--- src/hw/rtl/majority_mode_filter_3x3_macros.svh ---
// Assertion macros for the majority mode filter RTL.
`ifndef MAJORITY_MODE_FILTER_3X3_MACROS_SVH
`define MAJORITY_MODE_FILTER_3X3_MACROS_SVH
`ifndef SYNTHESIS
// Check on every clock edge outside reset.
`define MMF_ASSERT(lbl, prop, msg) \
  lbl: assert property (@(posedge clk) disable iff (!rst_n) prop) else $error(msg);
// Check on every clock edge, reset included.
`define MMF_ASSERT_RST(lbl, prop, msg) \
  lbl: assert property (@(posedge clk) prop) else $error(msg);
`else
`define MMF_ASSERT(lbl, prop, msg)
`define MMF_ASSERT_RST(lbl, prop, msg)
`endif
`endif

--- src/hw/rtl/mmf_pkg.sv ---
// Types and constants of the 3x3 majority mode filter.
package mmf_pkg;

  localparam int CLASS_W       = 3;
  localparam int NUM_CLASS     = 8;
  localparam int WIN_CELLS     = 9;
  localparam int WIN_CENTER    = 4;
  localparam int MAX_WIDTH_DEF = 1024;

  localparam int CFG_IDX_W  = 1;
  localparam int CFG_DATA_W = 16;
  localparam int FW_W       = 11;
  localparam int FH_W       = 16;

  localparam logic [FW_W-1:0] FRAME_WIDTH_RST  = 11'd64;
  localparam logic [FH_W-1:0] FRAME_HEIGHT_RST = 16'd64;

  localparam logic [CFG_IDX_W-1:0] REG_FRAME_WIDTH  = 1'b0;
  localparam logic [CFG_IDX_W-1:0] REG_FRAME_HEIGHT = 1'b1;

  localparam logic OP_TILE  = 1'b0;
  localparam logic OP_FLUSH = 1'b1;

  typedef struct packed {
    logic               pinned;
    logic [CLASS_W-1:0] cls;
  } cell_t;

  // Row-major 3x3 window, index row*3 + column.
  typedef cell_t [WIN_CELLS-1:0] window_t;

  // Which window rows and columns lie inside the frame.
  typedef struct packed {
    logic top_ok;
    logic bot_ok;
    logic left_ok;
    logic right_ok;
  } edge_mask_t;

endpackage

--- src/hw/rtl/mmf_vote.sv ---
// Mode vote over the in-frame cells of a 3x3 window, pinned center kept.
module mmf_vote
  import mmf_pkg::*;
(
  input  window_t            win,
  input  edge_mask_t         mask,
  output logic [CLASS_W-1:0] vote_class
);

  logic [3:0]         cnt [NUM_CLASS];
  logic [WIN_CELLS-1:0] ok;
  logic [2:0]         row_ok;
  logic [2:0]         col_ok;

  assign row_ok = {mask.bot_ok, 1'b1, mask.top_ok};
  assign col_ok = {mask.right_ok, 1'b1, mask.left_ok};

  always_comb begin
    for (int r = 0; r < 3; r++) begin
      for (int c = 0; c < 3; c++) begin
        ok[r*3+c] = row_ok[r] & col_ok[c];
      end
    end
  end

  // Count each class among the cells inside the frame.
  always_comb begin
    for (int k = 0; k < NUM_CLASS; k++) begin
      cnt[k] = '0;
      for (int i = 0; i < WIN_CELLS; i++) begin
        if (ok[i] && (win[i].cls == CLASS_W'(k))) begin
          cnt[k] = cnt[k] + 4'd1;
        end
      end
    end
  end

  // Strictly greater wins, so a tie keeps the lower class.
  always_comb begin
    logic [CLASS_W-1:0] best;
    logic [3:0]         best_cnt;
    best     = win[WIN_CENTER].cls;
    best_cnt = '0;
    for (int k = 0; k < NUM_CLASS; k++) begin
      if (cnt[k] > best_cnt) begin
        best_cnt = cnt[k];
        best     = CLASS_W'(k);
      end
    end
    vote_class = win[WIN_CENTER].pinned ? win[WIN_CENTER].cls : best;
  end

endmodule

--- config.mk ---
export PLATFORM = sky130hd
export DESIGN_NAME = mmf_vote
export DESIGN_NICKNAME = d
export VERILOG_FILES = /design/src/hw/rtl/majority_mode_filter_3x3_macros.svh /design/src/hw/rtl/mmf_pkg.sv /design/src/hw/rtl/mmf_vote.sv
export SDC_FILE = /design/constraint.sdc
export NUM_CORES = 1
export LEC_CHECK = 0
export BUFFER_PORTS_ARGS = -buffer_cell sky130_fd_sc_hd__buf_2
export CAP_MARGIN = 20
export CORE_AREA = 10 10 92 155
export DETAILED_ROUTE_END_ITERATION = 10
export DIE_AREA = 0 0 102 165
export PLACE_DENSITY = 0.81
export REMOVE_ABC_BUFFERS = 1
export SLEW_MARGIN = 10
export SYNTH_ARGS = -nofsm -noshare
export SYNTH_HDL_FRONTEND = slang
export SYNTH_SLANG_ARGS = --single-unit
--- constraint.sdc ---
create_clock -name vclk -period 15
set_clock_uncertainty 0.05 [all_clocks]
set_input_delay 0.75 -clock vclk [all_inputs]
set_output_delay 0.75 -clock vclk [all_outputs]
set_load 0.02 [all_outputs]
==> results.ini, run 1 <==
[outcome]
status=finished with violations
violations=setup timing

[final_layout]
nClkBuffers=0
area_growth_pct=38.9
final_cell_area_um2=8710
seqCellArea_um2=0
fin_cells=1211
drive_gt1_share_pct=37.7
n_antenna_cell=0
design.seq.count=0
num-nets-final=1202
n_fill_cell=735

[power]
peakVddDrop_mv=0.145
clkPwrFrac_pct=0
p_switching_w=0.000494
total_power_w=0.00101
power.density_nw_per_um2=115
combPwrFrac_pct=100.0
swShare_pct=49.1
seq_power_share_pct=0
p_int_w=0.000512
p_leak_nw=4.04

[logic_synthesis]
synth_cell_type_count=92
yosysWarnings=0
syn-cell-area_um2=6270
syn_inst=861
syn-mean-instance-area_um2=7.28
seq_area_frac_synth_pct=0

[die]
ios=43
coreArea_um2=11600
chipWidth_um=102
die_area_um2=16800
placementRows=52
start_util_pct=54.1
die_h_um=165

[timing]
hold_slack_ps=1850
timing.fmax_mhz=61.7
hold_viol_final=0
fin_setup_tns_ps=-3340
max-slew-margin-rel_pct=32.9
rsz0062_at_grt=yes
min_period_ps=16200
setup_viol_count_final=3
slew_violations=0
worstMarginPinSlew_ps=1000
timing.final.crit_share_pct=108
worst_slack_ps=-1200

[critical_path]
cpMaxStageDelayCell=or4_4
crit_arrival_ps=15400
path_max_fanout=6
worst_path_most_repeated_cell=buf_4
startpoint_type=primary input
worst_ep_required_time_ps=14200
crit_start=mask[1]
slowest_delay_ps=530
endpoint_kind=output port
worstSetupPathType=in2out

[place]
port_buffers=35
routabilityCongestion=0.967
dp.cells=1139
placedInstanceArea_um2=7510
dp_hpwl_um=15400

[route]
viasPerCell=6.59
wl_um=25800
wl_per_cell_um=21.3
ant_nets=0
dr_total_vias=7986
dr.pass1.iters=6
drc=0
first_iter_violations=707

[global_route]
overflow=0
grt_usage_pct=26.3
grt_pass1_wl_um=36300
grt_max_degree=16
antenna_found_initial=0
grt_pass1_vias=7662

[min_path]
hold_start=win[19]
hp-class=in2out

[clocking]
cts_hold_buffers=0

[job]
cap_violations=0

power groups by stage:
stage / logic, W / clock network (W) / registers [W]
2_1_floorplan: 0.000455 / 0 / 0
3_3_place_gp: 0.000693 / 0 / 0
3_5_place_dp: 0.000715 / 0 / 0
4_1_cts: 0.000854 / 0 / 0
5_1_grt: 0.00106 / 0 / 0
6_report: 0.00101 / 0 / 0
worst paths after layout:
check | to | slack, ps | depth (start not counted)
max | vote_class[2] | -1200 | 92
min | vote_class[2] | 1850 | 4
critical path: cells and delay by family:
family | cells | cell delay [ps]
compound gates | 24 | 4350
buf+inv | 31 | 3750
simple gates | 23 | 3170
fa+ha+maj | 8 | 1910
mux | 3 | 790
xor+xnor | 3 | 620
cell type report:
cell class	count	area [um^2]	share of cell area [%]
multi-input cells	773	6530	75.0
repair buffers	242	1780	20.4
well taps	135	169	1.94
inverters	61	231	2.66
cells in the final DEF, fill, tap and decap left out, types with 8 or more instances in the layout:
| cell type | instances |
|---|---|
| nand2b_1 | 9 |
| o21ai_0 | 23 |
| ha_4 | 14 |
| nor2_1 | 59 |
| mux2_2 | 27 |
| a21oi_1 | 25 |
| nor2b_1 | 12 |
| buf_4 | 203 |
| inv_1 | 57 |
| and3_1 | 17 |
| xor2_1 | 43 |
| nand4_1 | 18 |
| buf_6 | 9 |
| nand3b_1 | 10 |
| xnor2_2 | 8 |
| nand3_1 | 39 |
| buf_2 | 30 |
| o21a_1 | 9 |
| nand2_1 | 82 |
| nor3_1 | 15 |
| ha_1 | 66 |
| xnor2_1 | 74 |
routing by layer:
layer  GRT usage, %  vias up  share of wire, %
li1               -     3541                 -
met1           26.2     3675                34
met2           50.7      539                50
met3           2.80      231               7.9
met4           14.7        0               8.8
met5              0        -                 0
repair_timing:
| action | in CTS | in global routing |
|---|---|---|
| pin swaps | 60 | 60 |
| gates resized for setup | 90 | 44 |
| endpoints found under the setup margin | 3 | 3 |
| setup buffers | 59 | 15 |
cell families after synthesis:
group                      share of synthesized area (%)
and+or+nand+nor                                     32.1
AOI/OAI and AO/OA                                   16.8
xor gates and xnor gates                            21.2
buffers and inverters                               5.57
adders and majority gates                           16.8
muxes                                               7.54
Yosys cell counts, types with 7 or more instances:
cell | count | area share [%]
o21a_1 | 9 | 1.1
a31oi_1 | 8 | 0.80
nand4_1 | 18 | 1.8
and3_1 | 20 | 2.0
nand2b_1 | 9 | 0.90
o31ai_1 | 7 | 0.84
nand2_1 | 90 | 5.4
xnor2_1 | 79 | 11
clkbuf_1 | 16 | 0.96
mux2i_1 | 8 | 1.3
a21oi_1 | 31 | 2.5
mux2_2 | 29 | 5.2
and2_1 | 9 | 0.90
buf_2 | 9 | 0.72
nor2_1 | 67 | 4.0
nand3_1 | 42 | 3.4
o21ai_0 | 32 | 2.6
inv_1 | 60 | 3.6
ha_1 | 84 | 17
nand3b_1 | 10 | 1.2
xor2_1 | 44 | 6.1
o211ai_1 | 7 | 0.84
nor2b_1 | 14 | 1.4
nor3_1 | 20 | 1.6
or2_2 | 7 | 0.70
per-stage QoR:
step | setup slack (ps) | utilization (%)
detailed placement | -1420 | 64.8
finish | -1200 | 75.2
global route | -1650 | 75.2
CTS | -346 | 72.0
global placement | -919 | 64.8
floorplan | -1200 | -
(Power assumes the default switching activity.)
==> run 2: changes to the inputs <==
--- a/config.mk
+++ b/config.mk
@@ -12,6 +12,7 @@
 export DIE_AREA = 0 0 102 165
 export PLACE_DENSITY = 0.81
 export REMOVE_ABC_BUFFERS = 1
+export SKIP_LAST_GASP = 1
 export SLEW_MARGIN = 10
 export SYNTH_ARGS = -nofsm -noshare
 export SYNTH_HDL_FRONTEND = slang
==> results.ini, run 2 (synthesis gave the netlist of run 1 again) <==
[outcome]
status=finished with violations
violations=setup timing

[timing]
hold_viol_final=0
rsz0062_at_grt=yes
max-slew-margin-rel_pct=33.6
slew_violations=0
timing.final.crit_share_pct=108
worst_slack_ps=-1190
hold_slack_ps=1860
min_period_ps=16190
worstMarginPinSlew_ps=993
setup_viol_count_final=3
timing.fmax_mhz=61.8

[critical_path]
path_max_fanout=4
crit_arrival_ps=15390
worst_path_most_repeated_cell=buf_4
crit_family=compound AO/OA/AOI/OAI gates
cpMaxStageDelayCell=or4_4
startpoint_type=primary input
path_buf_inv=31
worstSetupPathType=in2out
slowest_delay_ps=530
endpoint_kind=output port
worst_ep_required_time_ps=14200
crit_start=mask[1]
endpoint=vote_class[2]
crit_cells=91

[final_layout]
seqCellArea_um2=0
mostFrequentLayoutCells=203 x buf_4, 82 x nand2_1, 74 x xnor2_1, 67 x ha_1
area_growth_pct=39.5
layout_commonest_cell=buf_4
num-nets-final=1202
drive_gt1_share_pct=38.0
n_antenna_cell=0
n_fill_cell=728
fin_cells=1211
design.seq.count=0
nClkBuffers=0

[job]
cap_violations=0

[power]
combPwrFrac_pct=100.0
p_leak_nw=4.05
p_switching_w=0.000510
clkPwrFrac_pct=0
total_power_w=0.00104
p_int_w=0.000527
swShare_pct=49.2
peakVddDrop_mv=0.162
power.density_nw_per_um2=119
seq_power_share_pct=0

[global_route]
grt_usage_pct=26.3
overflow=0
grt_max_degree=16
antenna_found_initial=0
grt_pass1_wl_um=36200
grt_pass1_vias=7648

[die]
placementRows=52
start_util_pct=54.1
ios=43
coreArea_um2=11600
die_h_um=165
die_area_um2=16800
chipWidth_um=102

[route]
ant_nets=0
wl_per_cell_um=21.5
first_iter_violations=675
viasPerCell=6.61
dr_total_vias=8007
dr.pass1.iters=6
drc=0
wl_um=26100

[place]
dp_hpwl_um=15400
port_buffers=35
routabilityCongestion=0.967
place_ws_ps=-1420
dp.cells=1139

[min_path]
min_path_cells=4
hp-class=in2out

==> run 2: cell counts in the layout (fill, tap and decap cells not counted) <==
Identical to the previous run, type by type.
==> run 2: stage by stage <==
step	cell area (um^2)	setup TNS [ps]	utilization (%)
5_1_grt	8750	-4590	75.5
3_3_place_gp	7510	-2260	64.8
2_1_floorplan	6150	-3130	-
4_1_cts	8340	-701	72.0
3_5_place_dp	7510	-3790	64.8
6_report	8750	-3170	75.5
==> run 2: how the worst min path moves through the flow <==
stage,startpoint,end
2_1_floorplan,win[17],vote_class[1]
3_3_place_gp,win[19],vote_class[2]
3_5_place_dp,win[19],vote_class[2]
4_1_cts,win[19],vote_class[2]
5_1_grt,win[19],vote_class[2]
6_report,win[19],vote_class[2]
==> run 2: worst min-delay path, stage by stage <==
cell,delay (ps)
buf_2,120
a32oi_1,60
o21a_1,110
buf_6,130
==> run 2: layer usage <==
| layer | track usage, % | wire (um) | share of wire [%] | vias up |
|---|---|---|---|---|
| met1 | 26.1 | 8920 | 34 | 3714 |
| met5 | 0 | 0 | 0 | - |
| met2 | 50.7 | 13000 | 50 | 531 |
| met4 | 14.5 | 2180 | 8.4 | 0 |
| li1 | - | - | - | 3545 |
| met3 | 2.97 | 1990 | 7.6 | 217 |
==> run 2: timing repair <==
action,in CTS,in global routing
pin swaps,60,61
hold buffers,0,0
setup buffers,59,16
endpoints found under the setup margin,3,3
gates resized for setup,89,49
==> run 2: final cells by class <==
cell class	count	area [um^2]	area share (%)
Inverter	61	231	2.65
Multi-Input combinational cell	773	6560	75.0
Tap cell	135	169	1.93
Timing Repair Buffer	242	1780	20.4
==> run 2: power by group through the flow <==
stage                     Combinational, W  Sequential [W]  Clock (W)
after floorplan                   0.000455               0          0
after global routing               0.00109               0          0
final                              0.00104               0          0
after global placement            0.000693               0          0
after CTS                         0.000848               0          0
after detailed placement          0.000715               0          0
==> run 3: changes to the inputs <==
--- a/config.mk
+++ b/config.mk
@@ -10,8 +10,8 @@
 export CORE_AREA = 10 10 92 155
 export DETAILED_ROUTE_END_ITERATION = 10
 export DIE_AREA = 0 0 102 165
+export MAX_ROUTING_LAYER = met4
 export PLACE_DENSITY = 0.81
-export REMOVE_ABC_BUFFERS = 1
 export SKIP_LAST_GASP = 1
 export SLEW_MARGIN = 10
 export SYNTH_ARGS = -nofsm -noshare
==> results.ini, run 3 (synthesis gave the netlist of run 1 again) <==
[die]
ios=43
placementRows=52
coreArea_um2=11600
chipWidth_um=102
start_util_pct=54.1
die_h_um=165
die_area_um2=16800

[timing]
slew_violations=0
worst_slack_ps=-612
hold_slack_ps=1930
worstMarginPinSlew_ps=869
setup_viol_count_final=3
timing.fmax_mhz=64.1
rsz0062_at_grt=yes
timing.final.crit_share_pct=104
max-slew-margin-rel_pct=41.6
min_period_ps=15610
hold_viol_final=0

[final_layout]
area_growth_pct=30.3
seqCellArea_um2=0
design.seq.count=0
drive_gt1_share_pct=32.9
num-nets-final=1144
mostFrequentLayoutCells=148 x buf_4, 84 x nand2_1, 75 x xnor2_1, 71 x ha_1, 61 x nor2_1
layout_commonest_cell=buf_4
n_fill_cell=894
nClkBuffers=0
fin_cells=1154

[min_path]
min_path_cells=4
hp-class=in2out

[logic_synthesis]
syn_nets=985

[critical_path]
worst_path_most_repeated_cell=ha_4
endpoint_kind=output port
cpMaxStageDelayCell=or4_4
crit_arrival_ps=14810
path_max_fanout=5
worst_ep_required_time_ps=14200
worstSetupPathType=in2out
slowest_delay_ps=490
startpoint_type=primary input

[outcome]
status=finished with violations
violations=setup timing

[job]
cap_violations=0

[route]
drc=0
dr.pass1.iters=5
wl_um=18600
first_iter_violations=343
dr_total_vias=6909
ant_nets=0
viasPerCell=5.99
wl_per_cell_um=16.1

[global_route]
antenna_found_initial=1
grt_pass1_wl_um=30700
overflow=0
grt_pass1_vias=6985
grt_max_degree=16
grt_usage_pct=22.1

[place]
dp_hpwl_um=15000
port_buffers=35
dp.cells=1125
routabilityCongestion=0.967

[clocking]
cts_hold_buffers=0

[power]
p_leak_nw=3.75
peakVddDrop_mv=0.111
power.density_nw_per_um2=119

==> run 3: through the flow <==
stage          total power (W)  area [um^2]  setup TNS (ps)  setup WS [ps]  util (%)
2_1_floorplan         0.000501         6600            -504           -266         -
3_3_place_gp          0.000754         7710           -1040           -433      66.5
3_5_place_dp          0.000779         7710           -1660           -663      66.5
4_1_cts               0.000855         7950           -1060           -431      68.7
5_1_grt                0.00105         8170           -3540          -1280      70.5
6_report              0.000973         8170           -1610           -612      70.5
==> run 3: timing repair <==
action,CTS,global route
pin swaps,43,29
gates resized for setup,22,33
setup buffers,25,8
endpoints found under the setup margin,3,3
==> run 3: final cells by class <==
class	instances	area, um^2	area share (%)
diodes	1	2.50	0.0306
multi-input cells	773	6430	78.7
inverters	61	231	2.83
repair buffers	184	1340	16.4
well taps	135	169	2.07
==> run 3: critical path, delay by kind of cell <==
family                     cells  cell delay [ps]
AOI/OAI and AO/OA             26             3830
muxes                          6             1640
and+or+nand+nor               33             4330
buffers and inverters          5              470
adders and majority gates     14             3520
xor gates and xnor gates       1              260
==> run 3: path summary, 6_finish.rpt <==
path                     from            end  slack, ps
worst min-delay path  win[19]  vote_class[2]       1930
worst max-delay path  mask[3]  vote_class[1]       -610
==> run 3: routing by layer <==
layer | GRT usage [%] | wire, um | vias to the layer above
li1 | - | - | 3424
met1 | 21.4 | 6850 | 3225
met2 | 43.0 | 10200 | 193
met3 | 1.13 | 513 | 67
met4 | 10.1 | 1030 | 0
met5 | - | 0 | -
==> run 3: power breakdown <==
part	switching (W)	total (W)	internal (W)
logic	0.000467	0.000973	0.000506
registers	0	0	0
clock network	0	0.00000000000892	0.00000000000891
